[config.mk]
export PLATFORM = sky130hd
export DESIGN_NAME = fsk_parity_crc16_generator
export DESIGN_NICKNAME = d
export VERILOG_FILES = /design/src/hw/rtl/fpc16_pkg.sv /design/src/hw/rtl/fpc16_cfg.sv /design/src/hw/rtl/fpc16_core.sv /design/src/hw/rtl/fpc16_out.sv /design/src/hw/rtl/fsk_parity_crc16_generator.sv
export VERILOG_INCLUDE_DIRS = /design/src /design/src/hw/rtl
export SDC_FILE = /design/constraint.sdc
export NUM_CORES = 1
export LEC_CHECK = 0
export BUFFER_PORTS_ARGS = -buffer_cell sky130_fd_sc_hd__buf_2
export CORE_MARGIN = 2
export CORE_UTILIZATION = 54
export DETAILED_ROUTE_END_ITERATION = 10
export PLACE_DENSITY = 0.81
export SYNTH_ARGS = -nofsm -noshare
export SYNTH_HDL_FRONTEND = slang
export SYNTH_SLANG_ARGS = --single-unit
[constraint.sdc]
create_clock -name clk -period 7.8 [get_ports clk]
set_clock_uncertainty 0.2 [all_clocks]
set_input_delay 1.17 -clock clk [delete_from_list [all_inputs] [get_ports clk]]
set_output_delay 1.17 -clock clk [all_outputs]
set_load 0.005 [all_outputs]
[src/hw/rtl/assert_macros.svh]
// Assertion macros for the RTL of the parity / CRC-16 block (fpc16_core).
// All macros sample on clk; ASSERT_CLK needs a signal rst in scope.
`ifndef ASSERT_MACROS_SVH
`define ASSERT_MACROS_SVH

// Clocked check, skipped while reset is high.
`define ASSERT_CLK(label, prop, msg) \
  label: assert property (@(posedge clk) disable iff (rst) (prop)) else $error(msg);

// Clocked check that also holds during reset.
`define ASSERT_ALWAYS(label, prop, msg) \
  label: assert property (@(posedge clk) (prop)) else $error(msg);

`endif

[src/hw/rtl/fpc16_pkg.sv]
// Package for the parity marker / CRC-16 generator: beat types, constants
// and the byte-level helper functions. No dependencies.
package fpc16_pkg;

  localparam int unsigned DEF_MAX_BLOCK_BYTES = 64;
  localparam logic [15:0] CRC_POLY            = 16'h1021;
  localparam logic [2:0]  PARITY_POS_RESET    = 3'd7;

  // APB register map
  localparam int unsigned PADDR_W = 3;
  localparam int unsigned PDATA_W = 32;
  localparam logic [0:0]  REG_PARITY_POS = 1'b0;  // word index of the only register

  typedef struct packed {
    logic [7:0] data_byte;
    logic       last_byte;
  } in_beat_t;

  typedef struct packed {
    logic [7:0]  marked_byte;
    logic [15:0] crc_value;
    logic        crc_valid;
  } out_beat_t;

  // Result handed from the compute stage to the output register
  typedef struct packed {
    logic      valid;
    out_beat_t beat;
  } stage_t;

  function automatic logic [7:0] rev8(input logic [7:0] v);
    logic [7:0] r;
    for (int i = 0; i < 8; i++) begin
      r[i] = v[7-i];
    end
    return r;
  endfunction

  // Folding the bit-reversed byte MSB-first equals feeding the byte LSB-first.
  function automatic logic [15:0] crc_fold8(input logic [15:0] crc_in,
                                            input logic [7:0]  d);
    logic [15:0] crc;
    logic        fb;
    crc = crc_in;
    for (int i = 0; i < 8; i++) begin
      fb  = crc[15] ^ d[i];
      crc = {crc[14:0], 1'b0} ^ (fb ? CRC_POLY : 16'h0000);
    end
    return crc;
  endfunction

endpackage

[src/hw/rtl/fpc16_cfg.sv]
// APB register file of the parity / CRC-16 block: the parity bit position.
// Depends on fpc16_pkg.
module fpc16_cfg (
  input  logic                         clk,
  input  logic                         rst,
  input  logic                         psel,
  input  logic                         penable,
  input  logic                         pwrite,
  input  logic [fpc16_pkg::PADDR_W-1:0] paddr,
  input  logic [fpc16_pkg::PDATA_W-1:0] pwdata,
  output logic [fpc16_pkg::PDATA_W-1:0] prdata,
  output logic                         pready,
  output logic [2:0]                   parity_pos
);
  import fpc16_pkg::*;

  logic hit;

  // word decode; byte offset bits are ignored
  assign hit    = (paddr[PADDR_W-1:2] == REG_PARITY_POS);
  assign pready = 1'b1;

  // register write on the access cycle
  always_ff @(posedge clk) begin
    if (rst) begin
      parity_pos <= PARITY_POS_RESET;
    end else if (psel && penable && pwrite && hit) begin
      parity_pos <= pwdata[2:0];
    end
  end

  // read mux
  assign prdata = hit ? {{(PDATA_W-3){1'b0}}, parity_pos} : '0;

endmodule

[src/hw/rtl/fpc16_core.sv]
// Input register, running CRC state and per-byte parity / CRC logic.
// Depends on fpc16_pkg and assert_macros.svh.
`include "assert_macros.svh"

module fpc16_core #(
  parameter int unsigned MAX_BLOCK_BYTES = fpc16_pkg::DEF_MAX_BLOCK_BYTES
) (
  input  logic                clk,
  input  logic                rst,
  input  logic                in_valid,
  output logic                in_stall,
  input  fpc16_pkg::in_beat_t in_data,
  input  logic [2:0]          parity_pos,
  input  logic                out_ready,
  output fpc16_pkg::stage_t   res
);
  import fpc16_pkg::*;

  localparam int unsigned CNT_W = $clog2(MAX_BLOCK_BYTES + 1);
  localparam logic [CNT_W-1:0] CNT_MAX = CNT_W'(MAX_BLOCK_BYTES);

  logic             s1_valid;
  in_beat_t         s1;
  logic [15:0]      crc_remainder;
  logic [CNT_W-1:0] bytes_seen;

  logic             advance;
  logic             under;
  logic [7:0]       marked;
  logic [15:0]      crc_upd;
  logic [CNT_W-1:0] bytes_upd;

  assign advance  = s1_valid && out_ready;
  assign in_stall = s1_valid && !out_ready;

  // input register
  always_ff @(posedge clk) begin
    if (rst) begin
      s1_valid <= 1'b0;
    end else if (!in_stall) begin
      s1_valid <= in_valid;
    end
  end

  always_ff @(posedge clk) begin
    if (in_valid && !in_stall) begin
      s1 <= in_data;
    end
  end

  // parity mark and CRC fold of the held byte
  always_comb begin
    under     = (bytes_seen < CNT_MAX);
    marked    = s1.data_byte;
    crc_upd   = crc_remainder;
    bytes_upd = bytes_seen;
    if (under) begin
      if (^s1.data_byte) begin
        marked = s1.data_byte | (8'd1 << parity_pos);
      end
      crc_upd   = crc_fold8(crc_remainder, marked);
      bytes_upd = bytes_seen + 1'b1;
    end
  end

  // message state; cleared after the last byte
  always_ff @(posedge clk) begin
    if (rst) begin
      crc_remainder <= '0;
      bytes_seen    <= '0;
    end else if (advance) begin
      if (s1.last_byte) begin
        crc_remainder <= '0;
        bytes_seen    <= '0;
      end else begin
        crc_remainder <= crc_upd;
        bytes_seen    <= bytes_upd;
      end
    end
  end

  // result beat
  always_comb begin
    res.valid            = s1_valid;
    res.beat.marked_byte = marked;
    res.beat.crc_valid   = s1.last_byte;
    res.beat.crc_value   = s1.last_byte ? {rev8(crc_upd[15:8]), rev8(crc_upd[7:0])}
                                        : 16'h0000;
  end

  `ASSERT_CLK(a_clear_after_last, advance && s1.last_byte |=> bytes_seen == '0 && crc_remainder == '0, "state not cleared after last byte")
  `ASSERT_CLK(a_count_bounded, bytes_seen <= CNT_MAX, "byte count past block limit")
  `ASSERT_CLK(a_pass_past_limit, s1_valid && !under |-> marked == s1.data_byte && crc_upd == crc_remainder, "byte past limit altered or folded")

endmodule

[src/hw/rtl/fpc16_out.sv]
// Output register of the parity / CRC-16 block; holds a beat under stall.
// Depends on fpc16_pkg.
module fpc16_out (
  input  logic                 clk,
  input  logic                 rst,
  input  fpc16_pkg::stage_t    res,
  output logic                 ready,
  output logic                 out_valid,
  input  logic                 out_stall,
  output fpc16_pkg::out_beat_t out_data
);
  import fpc16_pkg::*;

  // can load when empty or when the held beat leaves this cycle
  assign ready = !out_valid || !out_stall;

  always_ff @(posedge clk) begin
    if (rst) begin
      out_valid <= 1'b0;
    end else if (ready) begin
      out_valid <= res.valid;
    end
  end

  always_ff @(posedge clk) begin
    if (ready && res.valid) begin
      out_data <= res.beat;
    end
  end

endmodule

[src/hw/rtl/fsk_parity_crc16_generator.sv]
// Parity marker and CRC-16 (Kermit) generator for FSK message bytes.
//
// Input channel in_valid / in_stall / in_data carries one byte per beat with a
// last-byte flag. Output channel out_valid / out_stall / out_data returns one
// beat per input byte: the byte with its parity bit set when its one count is
// odd, and on the last byte the finished CRC with each byte bit-reversed.
// Bytes past MAX_BLOCK_BYTES pass unmarked and stay out of the CRC.
// Throughput: one byte per cycle while out_stall is low; the CRC fold of a
// whole byte is done in the compute stage, between the two registers.
// Path: an accepted byte passes the input register, then the output register,
// which raises out_valid; out_stall can hold a beat in either register.
// A stall on a held output beat raises in_stall in the same cycle when the
// input register holds a byte; an empty input register still takes one more.
// Reset (rst, synchronous) empties both registers, clears the running CRC
// and byte count, and sets the parity position to 7.
// The APB port writes the parity bit position at byte address 0; the user must
// write it only while no byte is in flight; the block does not enforce this.
// Depends on fpc16_pkg, fpc16_cfg, fpc16_core, fpc16_out.
module fsk_parity_crc16_generator #(
  parameter int unsigned MAX_BLOCK_BYTES = fpc16_pkg::DEF_MAX_BLOCK_BYTES
) (
  input  logic                          clk,
  input  logic                          rst,
  input  logic                          in_valid,
  output logic                          in_stall,
  input  fpc16_pkg::in_beat_t           in_data,
  output logic                          out_valid,
  input  logic                          out_stall,
  output fpc16_pkg::out_beat_t          out_data,
  input  logic                          psel,
  input  logic                          penable,
  input  logic                          pwrite,
  input  logic [fpc16_pkg::PADDR_W-1:0] paddr,
  input  logic [fpc16_pkg::PDATA_W-1:0] pwdata,
  output logic [fpc16_pkg::PDATA_W-1:0] prdata,
  output logic                          pready
);
  import fpc16_pkg::*;

  logic [2:0] parity_pos;
  logic       out_ready;
  stage_t     res;

  fpc16_cfg u_cfg (
    .clk        (clk),
    .rst        (rst),
    .psel       (psel),
    .penable    (penable),
    .pwrite     (pwrite),
    .paddr      (paddr),
    .pwdata     (pwdata),
    .prdata     (prdata),
    .pready     (pready),
    .parity_pos (parity_pos)
  );

  fpc16_core #(
    .MAX_BLOCK_BYTES (MAX_BLOCK_BYTES)
  ) u_core (
    .clk        (clk),
    .rst        (rst),
    .in_valid   (in_valid),
    .in_stall   (in_stall),
    .in_data    (in_data),
    .parity_pos (parity_pos),
    .out_ready  (out_ready),
    .res        (res)
  );

  fpc16_out u_out (
    .clk       (clk),
    .rst       (rst),
    .res       (res),
    .ready     (out_ready),
    .out_valid (out_valid),
    .out_stall (out_stall),
    .out_data  (out_data)
  );

endmodule

==> flow_summary.json, run 1 <==
{
  "outcome": "completed",
  "num_rows": 27,
  "r2r_start": "u_core.s1[1]",
  "ys_seq_area_frac": 0.4984,
  "dieArea_um2": 6505,
  "root_buffer": "clkbuf_8",
  "clock_sinks": 62,
  "path_cells": "buf_2 -> nand2_1 -> nand2_1 -> inv_1 -> o21ai_1 -> nor2_1 -> nand3_1 -> xor2_1 -> nor2_1",
  "tns_ns": 0,
  "clk_pin_slew_ns": 0.07,
  "groute.usage.overall": 0.2049,
  "viasPerCell": 5.388,
  "pin_count": 111,
  "worstMarginPinSlew_ns": 1.029,
  "critPathKind": "in2reg",
  "initial_utilization": 0.5692,
  "vdd_drop_max_mv": 0.1966,
  "hold_viol": 0,
  "syn_area_per_cell_um2": 10.11,
  "cp_data_required_time_ns": 7.81,
  "synth-seq-cells": 62,
  "core_area_um2": 5574,
  "maxSlewViolCount": 0,
  "critPathMaxStageDelay_ns": 0.77,
  "netlist_area_um2": 3173,
  "vias": 2349,
  "grt_antenna_before_repair": 0,
  "synth-main-ff-cell": "edfxtp_1",
  "power_density_nw_per_um2": 229.6,
  "postCtsSetupBuffers": 0,
  "syn_inst": 314,
  "drt_iter0_drc": 208,
  "fmax_ghz": 0.2951,
  "crit_start": "out_stall",
  "rrSetupSlack_ns": 4.44,
  "insertion_delay_ns": 0.35,
  "wl_um": 6115,
  "drtPass1Iterations": 4,
  "fin_ws_ns": 4.412,
  "reg2regPathDepth": 8,
  "synth_edf_count": 34,
  "min_delay_worst_endpoint": "u_core.crc_remainder[1]",
  "period_share": 0.4344,
  "yosysMostFrequentCell": "edfxtp_1",
  "die_h_um": 80.66,
  "cp-end-kind": "flop",
  "gp_congestion": 0.8100,
  "crit_arrival_ns": 3.40,
  "synth.largest_area_cell": "edfxtp_1",
  "hold_slack_ns": 0.2829,
  "grt_pass1_vias": 2179,
  "htree_levels": 3,
  "place_hpwl_um": 4198,
  "synth_area_leaders": "edfxtp_1, dfxtp_1, buf_4",
  "yosys_warnings": 0,
  "setup_viol": 0,
  "nets": 411,
  "async_reset_ff_frac": 0,
  "post_route_cells_drive_above_1_share": 0.2115,
  "synth.distinct_cells": 40,
  "crit_slowest_cell": "inv_1",
  "drc": 0,
  "rsz0062_at_grt": "false",
  "cts_tree": "done",
  "gr-total-overflow": 0,
  "wl_per_cell_um": 14.03,
  "io_buffers": 49,
  "die_w_um": 80.66,
  "hold_buffers": 0,
  "max-cap-violations": 0,
  "cp-start-kind": "input port",
  "antenna_left": 0,
  "r2r_end": "u_out.out_data[11]",
  "fin_crit_ns": 3.388,
  "yosys-top-cells-count": "edfxtp_1, buf_4, dfxtp_1, nand2_1, nor2_1",
  "cts_buffers": 9,
  "ctsResizeCount": 0,
  "diodes": 0,
  "synthToLayoutAreaGrowth_pct": 12.15,
  "grt_max_degree": 28,
  "min_delay_path_depth": 2,
  "clockBufferDepth": 2,
  "dpl_worst_slack_ns": 4.040,
  "crit_path_max_fanout": 27,
  "synthDominantCellAreaShare": 0.3218,
  "grt_pass1_wl_um": 9894,
  "p_leak_nw": 1.490,
  "hp-start": "u_core.crc_remainder[1]",
  "slew_headroom": 0.3130,
  "min_path_type": "reg2reg"
}
-- critical path, delay by kind of cell --
| kind | cells | cell delay [ns] |
|---|---|---|
| compound gates | 1 | 0.53 |
| xor+xnor | 1 | 0.14 |
| buf+inv | 2 | 0.88 |
| simple gates | 5 | 0.64 |
-- report_power, final --
part | leakage (nW) | switching [mW] | internal, mW
logic | 0.823 | 0.0759 | 0.0564
clock network | 0.115 | 0.121 | 0.182
registers | 0.552 | 0.0148 | 0.367
-- cell usage in the layout, fill, tap and decap left out, types with 7 or more instances in the layout --
| cell | synthesis | layout |
|---|---|---|
| xnor2_1 | 14 | 14 |
| edfxtp_1 | 34 | 34 |
| clkbuf_8 | 0 | 10 |
| buf_2 | 2 | 49 |
| xnor2_2 | 8 | 8 |
| conb_1 | 2 | 30 |
| nand4_1 | 7 | 7 |
| inv_1 | 7 | 7 |
| nand3_1 | 18 | 18 |
| o21ai_0 | 10 | 10 |
| dfxtp_1 | 28 | 28 |
| a21oi_1 | 15 | 15 |
| nand2_1 | 28 | 28 |
| xor2_1 | 13 | 13 |
| nor2_1 | 28 | 28 |
-- how the worst max path moves through the flow --
stage                                end  slack, ns  cells past startpoint
finish              u_core.bytes_seen[5]       4.41                      9
detailed placement  u_core.bytes_seen[5]       4.04                      9
global route        u_core.bytes_seen[5]       4.15                      9
CTS                 u_core.bytes_seen[5]       4.40                      9
global placement    u_core.bytes_seen[5]       4.15                      9
floorplan           u_core.bytes_seen[5]       4.73                      8
-- layout make-up --
cell class                      count  area [µm²]
Clock inverter                      1       5.005
Inverter                            7       26.28
Sequential cell                    62        1582
Timing Repair Buffer               50       252.7
Tap cell                           72       90.09
Fill cell                         457        2016
Multi-Input combinational cell    229        1383
Clock buffer                       15       220.2
-- per-stage QoR --
stage	std cells	instance area [µm²]	util	total power [mW]
detailed placement	420	3333	0.5980	0.5187
finish	436	3558	0.6384	0.8172
global placement	420	3333	0.5980	0.5146
CTS	436	3558	0.6384	0.8200
floorplan	342	3278	-	0.4991
global route	436	3558	0.6384	0.8511
-- state kept, by name, indices dropped and copies added (netlist names) --
register,flops
u_cfg.parity_pos,3
u_core.res,1
u_out.out_data,25
u_core.bytes_seen,7
u_out.out_valid,1
u_core.crc_remainder,16
u_core.s1,8
u_core.s1_valid,1
-- layer usage --
| metal | track usage | vias up | wire [µm] | share of wire |
|---|---|---|---|---|
| met5 | 0 | - | 0 | 0 |
| met4 | 0.1271 | 0 | 201 | 0.033 |
| met3 | 0.05056 | 17 | 447 | 0.073 |
| met2 | 0.3200 | 103 | 2982 | 0.49 |
| met1 | 0.2540 | 1105 | 2483 | 0.41 |
| li1 | - | 1124 | - | - |
-- logic make-up after synthesis --
kind of cell             share of synthesized area
AND/OR/NAND/NOR                             0.1561
flip-flops                                  0.4984
AO/OA/AOI/OAI                               0.1215
buffers and inverters                      0.09898
XOR/XNOR                                    0.1155
other                                     0.002367
adder cells (fa/ha/maj)                   0.003943
multiplexers                              0.003155
Note: power is estimated with default switching activity, not from simulation.
==> run 2, diff against run 1 <==
--- a/config.mk
+++ b/config.mk
@@ -6,11 +6,12 @@
 export SDC_FILE = /design/constraint.sdc
 export NUM_CORES = 1
 export LEC_CHECK = 0
+export ABC_AREA = 1
 export BUFFER_PORTS_ARGS = -buffer_cell sky130_fd_sc_hd__buf_2
 export CORE_MARGIN = 2
-export CORE_UTILIZATION = 54
+export CORE_UTILIZATION = 47
 export DETAILED_ROUTE_END_ITERATION = 10
-export PLACE_DENSITY = 0.81
+export PLACE_DENSITY = 0.73
 export SYNTH_ARGS = -nofsm -noshare
 export SYNTH_HDL_FRONTEND = slang
 export SYNTH_SLANG_ARGS = --single-unit
==> constraint.sdc (replaced) <==
create_clock -name clk -period 2.7 [get_ports clk]
set_clock_uncertainty 0.2 [all_clocks]
set_input_delay 0.405 -clock clk [delete_from_list [all_inputs] [get_ports clk]]
set_output_delay 0.405 -clock clk [all_outputs]
set_load 0.005 [all_outputs]
==> flow_summary.json, run 2 <==
{
  "drtPass1Iterations": 5,
  "vias": 3064,
  "nets": 566,
  "setup_viol": 0,
  "rsz0062_at_grt": "false",
  "grt_antenna_before_repair": 0,
  "placed_area_um2": 3900,
  "die_h_um": 92.23,
  "min_path_type": "in2reg",
  "dp.cells": 605,
  "r2r_start": "u_core.s1[7]",
  "clockBufferDepth": 2,
  "num_rows": 32,
  "drt_iter0_drc": 149,
  "critPathKind": "reg2reg",
  "ctsResizeCount": 0,
  "wl_um": 7529,
  "synth.distinct_cells": 27,
  "hp-start": "in_data[0]",
  "hold_buffers": 0,
  "async_reset_ff_frac": 0,
  "pin_count": 111,
  "antenna_left": 0,
  "r2r_end": "u_out.out_data[8]",
  "crit_path_max_fanout": 13,
  "vdd_drop_max_mv": 0.3335,
  "fin_area_um2": 4146,
  "slew_headroom": 0.5900,
  "die_w_um": 92.23,
  "maxSlewViolCount": 0,
  "yosys_warnings": 0,
  "cp_data_required_time_ns": 2.60,
  "ys_seq_area_frac": 0.4323,
  "post_route_cells_drive_above_1_share": 0.2582,
  "crit_arrival_ns": 2.39,
  "fin_cells": 621,
  "synth-seq-cells": 62,
  "cp-start-kind": "flop",
  "layout_commonest_cell": "nand2_1",
  "grt_pass1_vias": 2813,
  "syn_inst": 460,
  "groute.usage.overall": 0.1890,
  "fmax_ghz": 0.4024,
  "synth-main-ff-cell": "edfxtp_1",
  "clk_pin_slew_ns": 0.07,
  "hold_slack_ns": 0.03530,
  "reg2regPathDepth": 16,
  "place_hpwl_um": 5563,
  "diodes": 0,
  "synth_area_leaders": "edfxtp_1, dfxtp_1, nand2_1",
  "crit_start": "u_core.s1[7]",
  "fin_crit_ns": 2.485,
  "cts_tree": "done",
  "postCtsSetupBuffers": 0,
  "largest_reg_flops": 25,
  "initial_utilization": 0.4784,
  "max-cap-violations": 0,
  "synthToLayoutAreaGrowth_pct": 13.34,
  "yosysMostFrequentCell": "nand2_1",
  "final_util": 0.5422,
  "syn_area_per_cell_um2": 7.953,
  "tns_ns": 0,
  "p_leak_nw": 1.906,
  "netlist_area_um2": 3659,
  "synthDominantCellAreaShare": 0.2791,
  "root_buffer": "clkbuf_8",
  "clock_sinks": 62,
  "grt_max_degree": 30,
  "wl_per_cell_um": 12.12,
  "dieArea_um2": 8505,
  "worstMarginPinSlew_ns": 0.6086,
  "cp-end-kind": "flop",
  "gp_congestion": 0.8503,
  "grt_pass1_wl_um": 12480,
  "hold_viol": 0,
  "reg_top3": "u_out.out_data (25), u_core.crc_remainder (16), u_core.s1 (8)",
  "io_buffers": 49,
  "yosys-top-cells-count": "nand2_1, inv_1, nor2_1, edfxtp_1, nand3_1",
  "synth.largest_area_cell": "edfxtp_1",
  "top_register": "u_out.out_data",
  "cts_buffers": 9,
  "rrSetupSlack_ns": 0.21,
  "layout_common_cells": "nand2_1, buf_2, inv_1",
  "insertion_delay_ns": 0.35,
  "drc": 0,
  "period_share": 0.9205,
  "viasPerCell": 4.934,
  "gr-total-overflow": 0,
  "synth_edf_count": 34,
  "core_area_um2": 7647,
  "power_density_nw_per_um2": 610.1,
  "min_delay_path_depth": 1,
  "min_delay_worst_endpoint": "u_core.res[0]",
  "outcome": "completed",
  "htree_levels": 3
}
## run 2: changes by cell type after synthesis, sizes merged, moves of 5 or more
| cell | previous run | this run |
|---|---|---|
| o211ai | 2 | 7 |
| nand3 | 18 | 52 |
| nand2b | 5 | 0 |
| inv | 7 | 48 |
| nor2b | 6 | 0 |
| xnor2 | 22 | 1 |
| xor2 | 13 | 3 |
| nand2 | 28 | 141 |
| nor2 | 28 | 40 |
| a22oi | 6 | 0 |
| a21oi | 16 | 35 |
## run 2: cell families after synthesis
group                    Yosys count  synth area share
AO/OA/AOI/OAI                     58           0.09131
buffers and inverters             91            0.1310
XOR/XNOR                           4          0.009578
other                              2          0.002053
adder cells (fa/ha/maj)            1          0.003419
AND/OR/NAND/NOR                  242            0.3304
flip-flops                        62            0.4323
## run 2: metal layers
metal	share of wire	wire (µm)	vias up	GRT usage
met4	0.014	109	0	0.09701
met1	0.42	3178	1422	0.2194
met2	0.50	3755	93	0.3211
met5	0	0	-	0
met3	0.064	485	10	0.04930
li1	-	-	1539	-
## run 2: per-stage QoR
stage / power (mW) / worst slack, ns
2_1_floorplan: 1.492 / 0.007811
3_3_place_gp: 1.559 / 0.2659
3_5_place_dp: 1.573 / 0.1847
4_1_cts: 2.558 / 0.1511
5_1_grt: 2.657 / 0.04184
6_report: 2.530 / 0.2147
## run 2: final cells by class
cell class                      count  area, µm²
Clock buffer                       10      127.6
Clock inverter                      6      110.1
Fill cell                         723       3501
Inverter                           50      187.7
Multi-Input combinational cell    335       1714
Sequential cell                    62       1582
Tap cell                          102      127.6
Timing Repair Buffer               56      297.8
## run 2: worst max path at each step
stage / slack (ns) / to
after detailed placement: 0.18 / u_out.out_data[8]
after global placement: 0.27 / u_out.out_data[8]
after CTS: 0.15 / u_out.out_data[8]
final: 0.21 / u_out.out_data[8]
after floorplan: 0.008 / u_core.crc_remainder[7]
after global routing: 0.04 / u_out.out_data[8]
## run 2: power by group
group          switching, mW  internal, mW
sequential            0.0295          1.06
combinational          0.307         0.162
clock                  0.362         0.611
## run 2: worst max-delay path, stage by stage, from the launching register on
cell	delay, ns
edfxtp_1	0.42
inv_1	0.19
nand2_1	0.10
nand2_1	0.10
nand2_1	0.05
nand2_1	0.09
nand2_4	0.12
nand2_8	0.18
nand2_1	0.09
nand3_1	0.09
nand2_2	0.12
inv_2	0.10
nand2_4	0.06
nand2_4	0.07
nand2_1	0.07
o21ai_0	0.12
nor2_1	0.06
==> run 3, diff against run 2 <==
==> constraint.sdc (replaced) <==
create_clock -name clk -period 2.7 [get_ports clk]
set_clock_uncertainty 0.2 [all_clocks]
set_input_delay 0.54 -clock clk [delete_from_list [all_inputs] [get_ports clk]]
set_output_delay 0.54 -clock clk [all_outputs]
set_load 0.005 [all_outputs]
==> flow_summary.json, run 3 (synthesis gave the netlist of run 2 again) <==
{
  "hp-start": "in_data[7]",
  "rrSetupSlack_ns": 0.22,
  "cts_tree": "done",
  "fill_cells": 752,
  "initial_utilization": 0.4784,
  "cts_buffers": 9,
  "num_rows": 32,
  "clockBufferDepth": 2,
  "crit_path_max_fanout": 13,
  "reg_top3": "u_out.out_data (25), u_core.crc_remainder (16), u_core.s1 (8)",
  "post_route_cells_drive_above_1_share": 0.2615,
  "dieArea_um2": 8505,
  "gp_congestion": 0.8627,
  "p_seq_frac": 0.451,
  "p_leak_nw": 1.904,
  "layout_commonest_cell": "nand2_1",
  "diodes": 0,
  "critPathKind": "reg2reg",
  "wl_um": 7457,
  "netSwitchingFraction": 0.2942,
  "cp_top_family": "simple AND/OR/NAND/NOR gates",
  "grt_pass1_wl_um": 12650,
  "drtPass1Iterations": 4,
  "layout_common_cells": "nand2_1, buf_2, inv_1",
  "clock_sinks": 62,
  "top_register": "u_out.out_data",
  "hold_viol": 0,
  "setup_viol": 0,
  "place_hpwl_um": 5497,
  "reg2regPathDepth": 16,
  "vdd_drop_max_mv": 0.2463,
  "max-cap-violations": 0,
  "dpl_worst_slack_ns": 0.2568,
  "largest_reg_flops": 25,
  "insertion_delay_ns": 0.35,
  "htree_levels": 3,
  "dp.cells": 606,
  "vias": 3019,
  "synthToLayoutAreaGrowth_pct": 12.62,
  "die_w_um": 92.23,
  "ctsResizeCount": 0,
  "core_area_um2": 7647,
  "slew_headroom": 0.6035,
  "path_cells": "inv_1 -> nand2_1 -> nand2_1 -> nand2_1 -> nand2_1 -> nand2_4 -> nand2_4 -> nand2_1 -> nand3_1 -> nand2_2 -> inv_2 -> nand2_4 -> nand3_1 -> nand3_2 -> nand2_1 -> nor2_1",
  "cp_common_cell": "nand2_1",
  "antenna_left": 0,
  "grt_antenna_before_repair": 0,
  "drc": 0,
  "die_h_um": 92.23,
  "postCtsSetupBuffers": 0,
  "outcome": "completed",
  "combPwrFrac": 0.195,
  "fin_cells": 622,
  "min_path_type": "in2reg",
  "crit_slowest_cell": "edfxtp_1",
  "period_share": 0.9197,
  "critPathMaxStageDelay_ns": 0.42,
  "clkPwrFrac": 0.354,
  "fmax_ghz": 0.4027,
  "cp-start-kind": "flop",
  "pin_count": 111,
  "power_density_nw_per_um2": 584.3,
  "rsz0062_at_grt": "false",
  "drt_iter0_drc": 189,
  "io_buffers": 49,
  "r2r_end": "u_out.out_data[12]",
  "grt_pass1_vias": 2914,
  "hold_buffers": 0,
  "fin_ws_ns": 0.2169,
  "min_delay_worst_endpoint": "u_core.s1[7]",
  "nets": 567,
  "crit_arrival_ns": 2.38,
  "wl_per_cell_um": 11.99,
  "grt_max_degree": 22,
  "r2r_start": "u_core.s1[7]",
  "p_int_mw": 1.699,
  "switching_power_mw": 0.7082,
  "groute.usage.overall": 0.1879,
  "crit_buf_inv": 2,
  "viasPerCell": 4.854,
  "maxSlewViolCount": 0,
  "gr-total-overflow": 0,
  "root_buffer": "clkbuf_8",
  "cp-end-kind": "flop",
  "fin_crit_ns": 2.483,
  "tns_ns": 0,
  "clk_pin_slew_ns": 0.07,
  "min_delay_path_depth": 1,
  "cp_data_required_time_ns": 2.60,
  "worstMarginPinSlew_ns": 0.5885
}
[run 3: cell count changes in the layout (fill, tap and decap cells not counted), sizes merged]
cell and delta:
clkinvlp -1, clkinv +1, bufinv -2, clkbuf +1
buf +1, inv +1
[run 3: area by class of cell]
class / instances / area, µm² / area share
multi-input cells: 335 / 1710 / 0.4151
flip-flops and latches: 62 / 1582 / 0.3838
repair buffers: 57 / 305.3 / 0.07410
inverters: 50 / 187.7 / 0.04555
clock buffers: 11 / 152.6 / 0.03705
well taps: 102 / 127.6 / 0.03097
clock inverters: 5 / 55.05 / 0.01336
[run 3: through the flow]
stage / power [mW] / hold slack (ns) / util / area, µm²
4_1_cts: 2.425 / 0.1534 / 0.5388 / 4120
3_5_place_dp: 1.573 / 0.2786 / 0.5116 / 3913
6_report: 2.407 / 0.1645 / 0.5388 / 4120
5_1_grt: 2.520 / 0.1569 / 0.5388 / 4120
2_1_floorplan: 1.492 / 0.2584 / - / 3771
3_3_place_gp: 1.561 / 0.2675 / 0.5116 / 3913
[run 3: worst max path at each step]
stage,depth (start not counted),from,to
final,16,u_core.s1[7],u_out.out_data[12]
after floorplan,8,out_stall,u_core.crc_remainder[7]
after global routing,16,u_core.s1[7],u_out.out_data[3]
after global placement,16,u_core.s1[7],u_out.out_data[12]
after CTS,16,u_core.s1[7],u_out.out_data[12]
after detailed placement,16,u_core.s1[7],u_out.out_data[12]
[run 3: power by group through the flow]
| stage | clock (mW) | combinational, mW | sequential (mW) |
|---|---|---|---|
| finish | 0.853 | 0.468 | 1.09 |
| global route | 0.895 | 0.532 | 1.09 |
| floorplan | 0 | 0.387 | 1.11 |
| CTS | 0.869 | 0.469 | 1.09 |
| global placement | 0 | 0.455 | 1.11 |
| detailed placement | 0 | 0.467 | 1.11 |
[run 3: metal layers]
layer / vias to the layer above / track usage / wire length (µm)
met5: - / 0 / 0
met4: 0 / 0.1032 / 114
met3: 10 / 0.02629 / 422
met2: 85 / 0.3272 / 3671
met1: 1373 / 0.2229 / 3248
li1: 1551 / - / -
